File: src/rtl/gradient_noise_2d_top_macros.svh
// Assertion macros for the gradient noise block.
// Included by modules that carry concurrent assertions.
`ifndef GRADIENT_NOISE_2D_TOP_MACROS_SVH
`define GRADIENT_NOISE_2D_TOP_MACROS_SVH

// implication checked on every clock, off during reset
`define GN_ASSERT_IMP(label, clk, rst_n, ante, cons) \
	label: assert property (@(posedge clk) disable iff (!rst_n) (ante) |-> (cons)) \
		else $error("assertion failed");

// next-cycle implication, off during reset
`define GN_ASSERT_NEXT(label, clk, rst_n, ante, cons) \
	label: assert property (@(posedge clk) disable iff (!rst_n) (ante) |=> (cons)) \
		else $error("assertion failed");

`endif

File: src/rtl/gn2d_pkg.sv
// Package for the gradient noise block: widths, queue sizes, item types, permutation ROM, 1/sqrt(2) constant.
// No dependencies.
`timescale 1ns / 1ps
package gn2d_pkg;
	localparam int LATTICE_BITS = 8;
	localparam int QDEPTH = 4;
	localparam int QAW = 2;
	localparam logic [16:0] INV_SQRT2_Q16 = 17'd46341;

	typedef struct packed {
		logic [2:0]  g00;
		logic [2:0]  g10;
		logic [2:0]  g01;
		logic [2:0]  g11;
		logic [15:0] tx;
		logic [15:0] ty;
	} gn2d_item_t;

	typedef struct packed {
		logic push;
		logic pop;
		logic full;
		logic empty;
	} gn2d_qctl_t;

	localparam logic [7:0] PERM [256] = '{
		8'd151,8'd160,8'd137,8'd91,8'd90,8'd15,8'd131,8'd13,8'd201,8'd95,8'd96,8'd53,
		8'd194,8'd233,8'd7,8'd225,8'd140,8'd36,8'd103,8'd30,8'd69,8'd142,8'd8,8'd99,
		8'd37,8'd240,8'd21,8'd10,8'd23,8'd190,8'd6,8'd148,8'd247,8'd120,8'd234,8'd75,
		8'd0,8'd26,8'd197,8'd62,8'd94,8'd252,8'd219,8'd203,8'd117,8'd35,8'd11,8'd32,
		8'd57,8'd177,8'd33,8'd88,8'd237,8'd149,8'd56,8'd87,8'd174,8'd20,8'd125,8'd136,
		8'd171,8'd168,8'd68,8'd175,8'd74,8'd165,8'd71,8'd134,8'd139,8'd48,8'd27,8'd166,
		8'd77,8'd146,8'd158,8'd231,8'd83,8'd111,8'd229,8'd122,8'd60,8'd211,8'd133,8'd230,
		8'd220,8'd105,8'd92,8'd41,8'd55,8'd46,8'd245,8'd40,8'd244,8'd102,8'd143,8'd54,
		8'd65,8'd25,8'd63,8'd161,8'd1,8'd216,8'd80,8'd73,8'd209,8'd76,8'd132,8'd187,
		8'd208,8'd89,8'd18,8'd169,8'd200,8'd196,8'd135,8'd130,8'd116,8'd188,8'd159,8'd86,
		8'd164,8'd100,8'd109,8'd198,8'd173,8'd186,8'd3,8'd64,8'd52,8'd217,8'd226,8'd250,
		8'd124,8'd123,8'd5,8'd202,8'd38,8'd147,8'd118,8'd126,8'd255,8'd82,8'd85,8'd212,
		8'd207,8'd206,8'd59,8'd227,8'd47,8'd16,8'd58,8'd17,8'd182,8'd189,8'd28,8'd42,
		8'd223,8'd183,8'd170,8'd213,8'd119,8'd248,8'd152,8'd2,8'd44,8'd154,8'd163,8'd70,
		8'd221,8'd153,8'd101,8'd155,8'd167,8'd43,8'd172,8'd9,8'd129,8'd22,8'd39,8'd253,
		8'd19,8'd98,8'd108,8'd110,8'd79,8'd113,8'd224,8'd232,8'd178,8'd185,8'd112,8'd104,
		8'd218,8'd246,8'd97,8'd228,8'd251,8'd34,8'd242,8'd193,8'd238,8'd210,8'd144,8'd12,
		8'd191,8'd179,8'd162,8'd241,8'd81,8'd51,8'd145,8'd235,8'd249,8'd14,8'd239,8'd107,
		8'd49,8'd192,8'd214,8'd31,8'd181,8'd199,8'd106,8'd157,8'd184,8'd84,8'd204,8'd176,
		8'd115,8'd121,8'd50,8'd45,8'd127,8'd4,8'd150,8'd254,8'd138,8'd236,8'd205,8'd93,
		8'd222,8'd114,8'd67,8'd29,8'd24,8'd72,8'd243,8'd141,8'd128,8'd195,8'd78,8'd66,
		8'd215,8'd61,8'd156,8'd180
	};
endpackage

File: src/rtl/gn2d_queue.sv
// Short FIFO of classified items between front and back ends.
// Depends on gn2d_pkg and the assertion macro header.
`timescale 1ns / 1ps
`include "gradient_noise_2d_top_macros.svh"
module gn2d_queue (
	input  logic                   clk,
	input  logic                   arst_n,
	input  logic                   push,
	input  gn2d_pkg::gn2d_item_t   wdata,
	input  logic                   pop,
	output gn2d_pkg::gn2d_item_t   rdata,
	output gn2d_pkg::gn2d_qctl_t   ctl
);
	gn2d_pkg::gn2d_item_t mem_q [gn2d_pkg::QDEPTH];
	logic [gn2d_pkg::QAW-1:0] wp_q, rp_q;
	logic [gn2d_pkg::QAW:0] cnt_q;

	assign ctl.push = push;
	assign ctl.pop = pop;
	assign ctl.empty = (cnt_q == '0);
	assign ctl.full = (cnt_q == (gn2d_pkg::QAW+1)'(gn2d_pkg::QDEPTH));
	assign rdata = mem_q[rp_q];

	always_ff @(posedge clk or negedge arst_n) begin
		if (!arst_n) begin
			wp_q <= '0;
			rp_q <= '0;
			cnt_q <= '0;
		end else begin
			if (push) wp_q <= wp_q + 1'b1;
			if (pop) rp_q <= rp_q + 1'b1;
			cnt_q <= cnt_q + (gn2d_pkg::QAW+1)'(push) - (gn2d_pkg::QAW+1)'(pop);
		end
	end

	always_ff @(posedge clk) begin
		if (push) mem_q[wp_q] <= wdata;
	end

	`GN_ASSERT_IMP(a_no_overflow, clk, arst_n, ctl.full && !pop, !push)
	`GN_ASSERT_IMP(a_no_underflow, clk, arst_n, ctl.empty, !pop)
	`GN_ASSERT_NEXT(a_cnt_step, clk, arst_n, push && !pop, cnt_q == $past(cnt_q) + 1'b1)
endmodule

File: config.mk
export PLATFORM = sky130hd
export DESIGN_NAME = gn2d_queue
export DESIGN_NICKNAME = d
export VERILOG_FILES = /design/src/rtl/gn2d_pkg.sv /design/src/rtl/gn2d_queue.sv
export VERILOG_INCLUDE_DIRS = /design/src /design/src/rtl
export SDC_FILE = /design/constraint.sdc
export NUM_CORES = 1
export LEC_CHECK = 0
export BUFFER_PORTS_ARGS = -buffer_cell sky130_fd_sc_hd__clkbuf_2
export CAP_MARGIN = 5
export CELL_PAD_IN_SITES_DETAIL_PLACEMENT = 0
export CELL_PAD_IN_SITES_GLOBAL_PLACEMENT = 1
export CORE_AREA = 5 5 119 121
export DETAILED_ROUTE_END_ITERATION = 6
export DIE_AREA = 0 0 124 126
export PLACE_DENSITY = 0.88
export SLEW_MARGIN = 40
export SYNTH_ARGS = -nofsm -noshare
export SYNTH_HDL_FRONTEND = slang
export SYNTH_SLANG_ARGS = --single-unit
File: constraint.sdc
create_clock -name clk -period 6.15 [get_ports clk]
set_clock_uncertainty 0.05 [all_clocks]
set_input_delay 0.615 -clock clk [delete_from_list [all_inputs] [get_ports clk]]
set_output_delay 0.615 -clock clk [all_outputs]
set_load 0.02 [all_outputs]
# [Yosys cells after proc, flatten, opt, wreduce, memory -nomap -nowiden]
# Memory sizes are Yosys's and may differ from the RTL's.
# Index checks and enable logic that the tools add are counted.
# W data, S select, Z words.
[classes] eq_ne=1 reduce_logical=1 mux=2 add_sub_neg=4
[ops] cell="$add A2 B1 Y2 const B" count=2
[ops] cell="$add A3 B1 Y3" count=1
[ops] cell="$eq A3 B3 Y1 const B" count=1
[ops] cell="$logic_not A3 Y1" count=1
[ops] cell="$sub A3 B1 Y3" count=1
[ops] cell="$mux W1" count=2
[word_totals] word_cells=12 output_inout_bits=48 reg_bits=7 mem_bits_rw=176 n_memories=1
[memory_table] memory="mem_q" depth=4 width=44 rd=1 rd_clocked_by_memory_dff=0 write_ports=1 line_no="gn2d_queue.sv:14" rtl="gn2d_pkg::gn2d_item_t mem_q [gn2d_pkg::QDEPTH];"

# [Longest topological paths before layout]
# Gate-level depths: netlist of the first run.
[depth] depth_word=2 depth_mapped=6 ltp_nobuf=6

# [Worst setup path before layout of the first run]
# OpenSTA, ideal clock, no wires.
[synth_timing] path_type="reg-to-reg" startpoint="register wp_q[0] (netlist bit)" endpoint="memory mem_q[0][0] (netlist bit), enable pin" setup_slack_ns=4.016 period_less_slack_ns=2.134 arrival_time_ns=1.678 required_ns=5.694 path_stages_with_launch=4 path_cell_list="dfrtp_1 -> inv_1 -> ha_1 -> and2_1"
[synth_lines] item="from (decl)" line_no="gn2d_queue.sv:15" rtl="logic [gn2d_pkg::QAW-1:0] wp_q, rp_q;"
[synth_lines] item="from (signal assigned)" line_no="gn2d_queue.sv:30" rtl="if (push) wp_q <= wp_q + 1'b1;"
[synth_lines] item="to (decl)" line_no="gn2d_queue.sv:14"
# No word-level cell before the write port.

==> results of run 1 <==
==> routing by layer <==
layer  routed length, um  part of all wire (%)  global-route usage (%)
met1                4540                    42                    18.8
met2                5580                    51                    24.8
met3                 628                   5.7                    5.43
met4                 176                   1.6                    5.80
met5                   0                     0                       0
==> power breakdown <==
part / internal [mW] / total (mW) / switching [mW]
registers: 1.64 / 1.80 / 0.160
clock network: 0.551 / 0.980 / 0.430
logic: 0.489 / 1.11 / 0.621
total: 2.68 / 3.89 / 1.21
==> worst max-delay path, cell delays in order (launching register included) <==
cell      delay, ns
dfrtp_4        0.71
buf_12         0.28
mux4_2         0.55
clkbuf_2       0.18
==> cell type report <==
class / count / area, um2 / area share, %
Sequential cell: 183 / 5470 / 68.5
Multi-Input combinational cell: 65 / 1210 / 15.1
Timing Repair Buffer: 100 / 528 / 6.61
Clock buffer: 18 / 429 / 5.38
Tap cell: 176 / 220 / 2.76
Clock inverter: 13 / 109 / 1.36
Inverter: 6 / 22.5 / 0.282
==> how the worst max path moves through the flow <==
| stage | slack [ns] | endpoint |
|---|---|---|
| after detailed placement | 3.71 | rdata[15] |
| after floorplan | 4.02 | mem_q[0][0]$_DFFE_PP_ |
| after CTS | 3.23 | rdata[41] |
| after global placement | 3.59 | rdata[0] |
| after global routing | 3.16 | rdata[37] |
| final | 3.32 | rdata[15] |
==> stage by stage <==
stage / instances / power (mW) / hold WS (ns) / setup slack (ns)
after floorplan: 266 / 2.64 / 0.269 / 4.02
after global placement: 528 / 2.92 / 0.405 / 3.59
after detailed placement: 529 / 2.96 / 0.415 / 3.71
after CTS: 561 / 3.95 / 0.336 / 3.23
after global routing: 561 / 4.09 / 0.333 / 3.16
final: 561 / 3.89 / 0.354 / 3.32
==> cell families after synthesis <==
family          after synthesis  synth area share [%]
compound gates                1                0.0734
xor+xnor                      5                 0.643
fa+ha+maj                     7                  1.40
buf+inv                      18                  2.26
flops                       183                  80.1
mux                          44                  14.9
simple gates                  8                 0.643
==> cell usage in the layout (no fill, tap or decap), drive strengths merged, types with 2 or more instances in the layout <==
cell | synthesis | layout
clkinvlp | 0 | 4
dfrtp | 7 | 7
edfxtp | 176 | 176
mux4 | 44 | 44
xor2 | 3 | 3
nand2 | 2 | 2
clkbuf | 0 | 113
ha | 6 | 6
inv | 6 | 7
clkinv | 0 | 7
and2 | 4 | 4
xnor2 | 2 | 2
buf | 12 | 4
==> flip-flops by register name (all words and copies together), names as in the netlist <==
signal and count:
rp_q 2, mem_q 176, wp_q 2, cnt_q 3
==> repair_timing <==
action                                 in CTS  in global routing
endpoints found under the hold margin       7                  0
setup endpoints to repair                   0                  0
buffers inserted                            0                  0
hold buffers                                1                  0
==> results.txt, run 1 <==
Synthesized cell area - 6820 um2
Routed Wire Length - 10900 um
Vias in the first global route - 3267
Syn Inst Count - 266
Post-synth EDFFs - 176
Area delta synth->final - 17.1%
Chip Width - 124 um
Worst Max-Slew Pin Slew - 0.674 ns
Avg Inst Size Synth - 25.6 um2
First-pass GRT wire length - 17300 um
Vias - 2984
1st-pass router iterations - 5
Final Hold Fails - 0
Die ar. - 15600 um2
Rel. slew slack - 55.1%
Area after DPL - 7440 um2
Vert. Die Dim - 126 um
Post-route setup TNS - 0 ns
Nets - 428
Status - complete, no violations
Vias per cell - 5.32
GRT Resource Usage Total - 15.2%
Final ANT Viol Nets - 0
Largest cells by area after synthesis - edfxtp_1 78%, mux4_2 13%, dfrtp_1 2.6%
Share of layout cells above drive strength 1 - 44.4%
Fin area - 7980 um2
Worst hold start - wdata[33]
Post-CTS resize count - 0
CP Launch Type - register
Diode count - 0
Hold depth - 1
DRT iter0 DRCs - 218
Most frequent cell after synthesis - edfxtp_1
Core Region - 13000 um2
Initial antenna violation count - 0
Commonest cells post-synth - 176 x edfxtp_1, 38 x mux4_2, 7 x dfrtp_1
Largest net degree at the start of global routing - 46
Sink of the worst hold path - mem_q[1][33]$_DFFE_PP_
Max rail drop VDD - 0.000269 V
Clk pin slew, worst setup/hold paths - 0.06 ns
H-tree depth - 4
Post-synthesis cell type count - 18
Min Tclk post-route - 2.83 ns
CP Class - register to primary output
Ys Warns - 0
Worst EP required - 5.48 ns
RSZ-0062 raised after global routing - no
Primary FF master, synth - edfxtp_1
Register-to-register setup slack - 4.37 ns
# setup viols final - 0
Number of I/O pins - 96
Yosys reg bits - 183
Synth Net Count - 321
TritonCTS clock tree - done
Number of max-cap violations - 0
Pwr dens - 487 nW/um2
Starting Density - 52.5%
Share of the synthesized area in the top cell type - 77.5%
Final slew viol count - 0
Critical Path Start - rp_q[0]$_DFFE_PN0P_
Cells on worst reg2reg path - 4
Leak pwr - 2.81 nW
RR Startpoint - wp_q[0]$_DFFE_PN0P_
Site row count - 42
PortBufs - 95
R2R Path End - mem_q[0][15]$_DFFE_PP_
Later-pin clock latency in the skew report - 0.42 ns
Worst hold path type - primary input to register
Period utilization - 46.0%
Dpl hpwl - 6440 um
Gr ovfl total - 0
Fmax - 353 MHz
Clock root cell - clkbuf_16
Fillers - 887
WL/cell - 19.5 um
Sink Count - 183
Util after Layout - 61.5%
Number of remaining DRC errors - 0
Leading area contributor after synthesis - edfxtp_1
Share of flip-flops with an asynchronous set or reset - 3.83%
Post-synthesis sequential area ratio - 80.1%
Critical Path Fanout Max - 24
Worst path arrival time - 2.16 ns
Critical Path Sink Type - primary output
CTS Buf Count - 17
GP Congestion - 0.684
Clock Tree Buf Depth - 2
Note: power is estimated with default switching activity, not from simulation.
==> run 2: changes to the inputs <==
CORE_AREA = 5 5 130 132   (was 5 5 119 121)
DIE_AREA = 0 0 135 137   (was 0 0 124 126)
PLACE_DENSITY = 0.79   (was 0.88)
clock period = 2.52 ns   (was 6.15 ns; I/O delays follow)
==> run 2 against run 1 <==
  * Highest routed layer unchanged
  * Power increased to 2.5 times the previous value
  * Combinational power rose to 2.8 times the previous value
  * Non-clock buffer count up 36
  * Final area up 5.8%
  * Critical path depth is the same
  * Wire length increased by 7.3%
  * Critical path type unchanged
  * Utilization down 7.4 points
  * Sequential share of layout area down 3.8 points
  * Global-route usage fell by 1.8 points
  * Critical endpoint is now rdata[3]
  * Largest cell class unchanged
  * Worst hold slack worse by 0.33 ns
  * Die area up 18%
==> results.txt, run 2 (synthesis gave the netlist of run 1 again) <==
Period utilization - 87.0%
Worst Max-Slew Pin Slew - 0.485 ns
Diode count - 0
Most frequent cells in the layout - 176 x edfxtp_1, 95 x clkbuf_2, 38 x mux4_2
Max rail drop VDD - 0.000574 V
Fillers - 1207
Multi-input logic area - 1210 um2
CTS Buf Count - 17
Number of remaining DRC errors - 0
Vert. Die Dim - 137 um
# setup viols final - 0
Rel. slew slack - 67.6%
Clk network pwr share - 25.1%
Logic gate share of total power - 32.3%
Core Region - 15600 um2
Status - complete, no violations
RSZ-0062 raised after global routing - no
Chip Width - 135 um
Largest net degree at the start of global routing - 37
Clock Tree Buf Depth - 2
PortBufs - 95
Sink Count - 183
FF+latch area - 5470 um2
CP Launch Type - register
Most common cell after layout, fill and taps aside - edfxtp_1
First-pass GRT wire length - 18200 um
Most flops, register - mem_q
Vias per cell - 4.87
Post-route insts no fill - 635
Nets - 464
Worst path arrival time - 1.89 ns
Pwr Total - 9.72 mW
Clk pin slew, worst setup/hold paths - 0.06 ns
Share of layout cells above drive strength 1 - 41.3%
Share of power burned in registers - 42.6%
Final Hold Fails - 0
Routed Wire Length - 11700 um
Later-pin clock latency in the skew report - 0.41 ns
Die ar. - 18500 um2
GP Congestion - 0.672
Initial antenna violation count - 0
DRT iter0 DRCs - 147
Number of I/O pins - 96
Vias - 3090
Vias in the first global route - 3369
Critical Path Sink Type - primary output
Area delta synth->final - 23.9%
Area after DPL - 7580 um2
Post-CTS setup buffer count - 0
GRT Resource Usage Total - 13.5%
Min Tclk post-route - 2.19 ns
Fin area - 8440 um2
Dpl hpwl - 7250 um
1st-pass router iterations - 4
Largest regs - mem_q (176), cnt_q (3)
Clock root cell - clkbuf_16
Site row count - 46
Fmax - 456 MHz
TritonCTS clock tree - done
Pwr dens - 1150 nW/um2
CP Class - register to primary output
Internal Power - 6.75 mW
Final ANT Viol Nets - 0
Critical Path Fanout Max - 28
Worst EP required - 2.22 ns
NetSw - 2.97 mW
WL/cell - 18.5 um
H-tree depth - 4
Leak pwr - 2.98 nW
Starting Density - 43.7%
Post-placement cell count - 574
Gr ovfl total - 0
Post-route setup TNS - 0 ns
Max reg flops - 176
Worst hold path type - primary input to register
Final slew viol count - 0
Number of max-cap violations - 0
Sw Share - 30.6%
## run 2: cell types whose count changed in the layout (fill, tap and decap cells not counted), sizes merged
cell         delta
dlygate4sd3    +31
buf             +5
clkinv          -4
clkbuf          +2
bufinv          +1
clkinvlp        -1
## run 2: metrics by stage
stage	setup WS [ns]	utilization (%)	hold WS, ns
2_1_floorplan	0.386	-	-0.0936
3_3_place_gp	0.756	48.6	0.0451
3_5_place_dp	0.726	48.6	0.0478
4_1_cts	0.269	54.1	0.0000421
5_1_grt	0.227	54.1	0.00356
6_report	0.329	54.1	0.0226
## run 2: final cells by class
cell class                 count  area share (%)
multi-input combinational     65            14.3
timing repair buffer         136            11.1
sequential                   183            64.7
clock buffer                  20            5.17
inverter                       6           0.267
clock inverter                 9            1.24
tap                          216            3.20
## run 2: path summary, 6_finish.rpt
kind                       cells after the start                endpoint  slack [ns]           startpoint
max reg2reg                                    4  mem_q[0][39]$_DFFE_PP_        0.77  wp_q[0]$_DFFE_PN0P_
min in group asynchronous                      2      cnt_q[2]$_DFF_PN0_        0.15               arst_n
max                                            3                rdata[3]        0.33  rp_q[0]$_DFFE_PN0P_
min                                            1  mem_q[0][21]$_DFFE_PP_        0.02            wdata[21]
max in group asynchronous                      2     rp_q[0]$_DFFE_PN0P_        2.08               arst_n
min reg2reg                                    1     wp_q[0]$_DFFE_PN0P_        0.48  wp_q[0]$_DFFE_PN0P_
## run 2: what timing repair did
action,4_1_cts,5_1_grt
resized for setup,0,0
hold buffers,32,0
setup endpoints to repair,0,0
hold endpoints to repair,131,0
## run 2: power groups by stage
stage / combinational [mW] / clock [mW] / sequential [mW]
detailed placement: 3.20 / 0 / 4.21
CTS: 3.24 / 2.51 / 4.15
global placement: 3.15 / 0 / 4.17
floorplan: 2.28 / 0 / 4.16
global route: 3.38 / 2.65 / 4.19
finish: 3.14 / 2.45 / 4.14
## run 2: critical path, cell delays in order (launching register included)
cell and delay (ns):
dfrtp_4 0.44, buf_12 0.25, mux4_1 0.61, clkbuf_2 0.18
## run 2: routing by layer
layer | routed length, um | vias up | GRT usage, %
met5 | 0 | - | 0
met4 | 133 | 0 | 5.21
met3 | 590 | 13 | 4.01
met2 | 6100 | 79 | 22.6
met1 | 4910 | 1590 | 16.7
li1 | - | 1408 | -
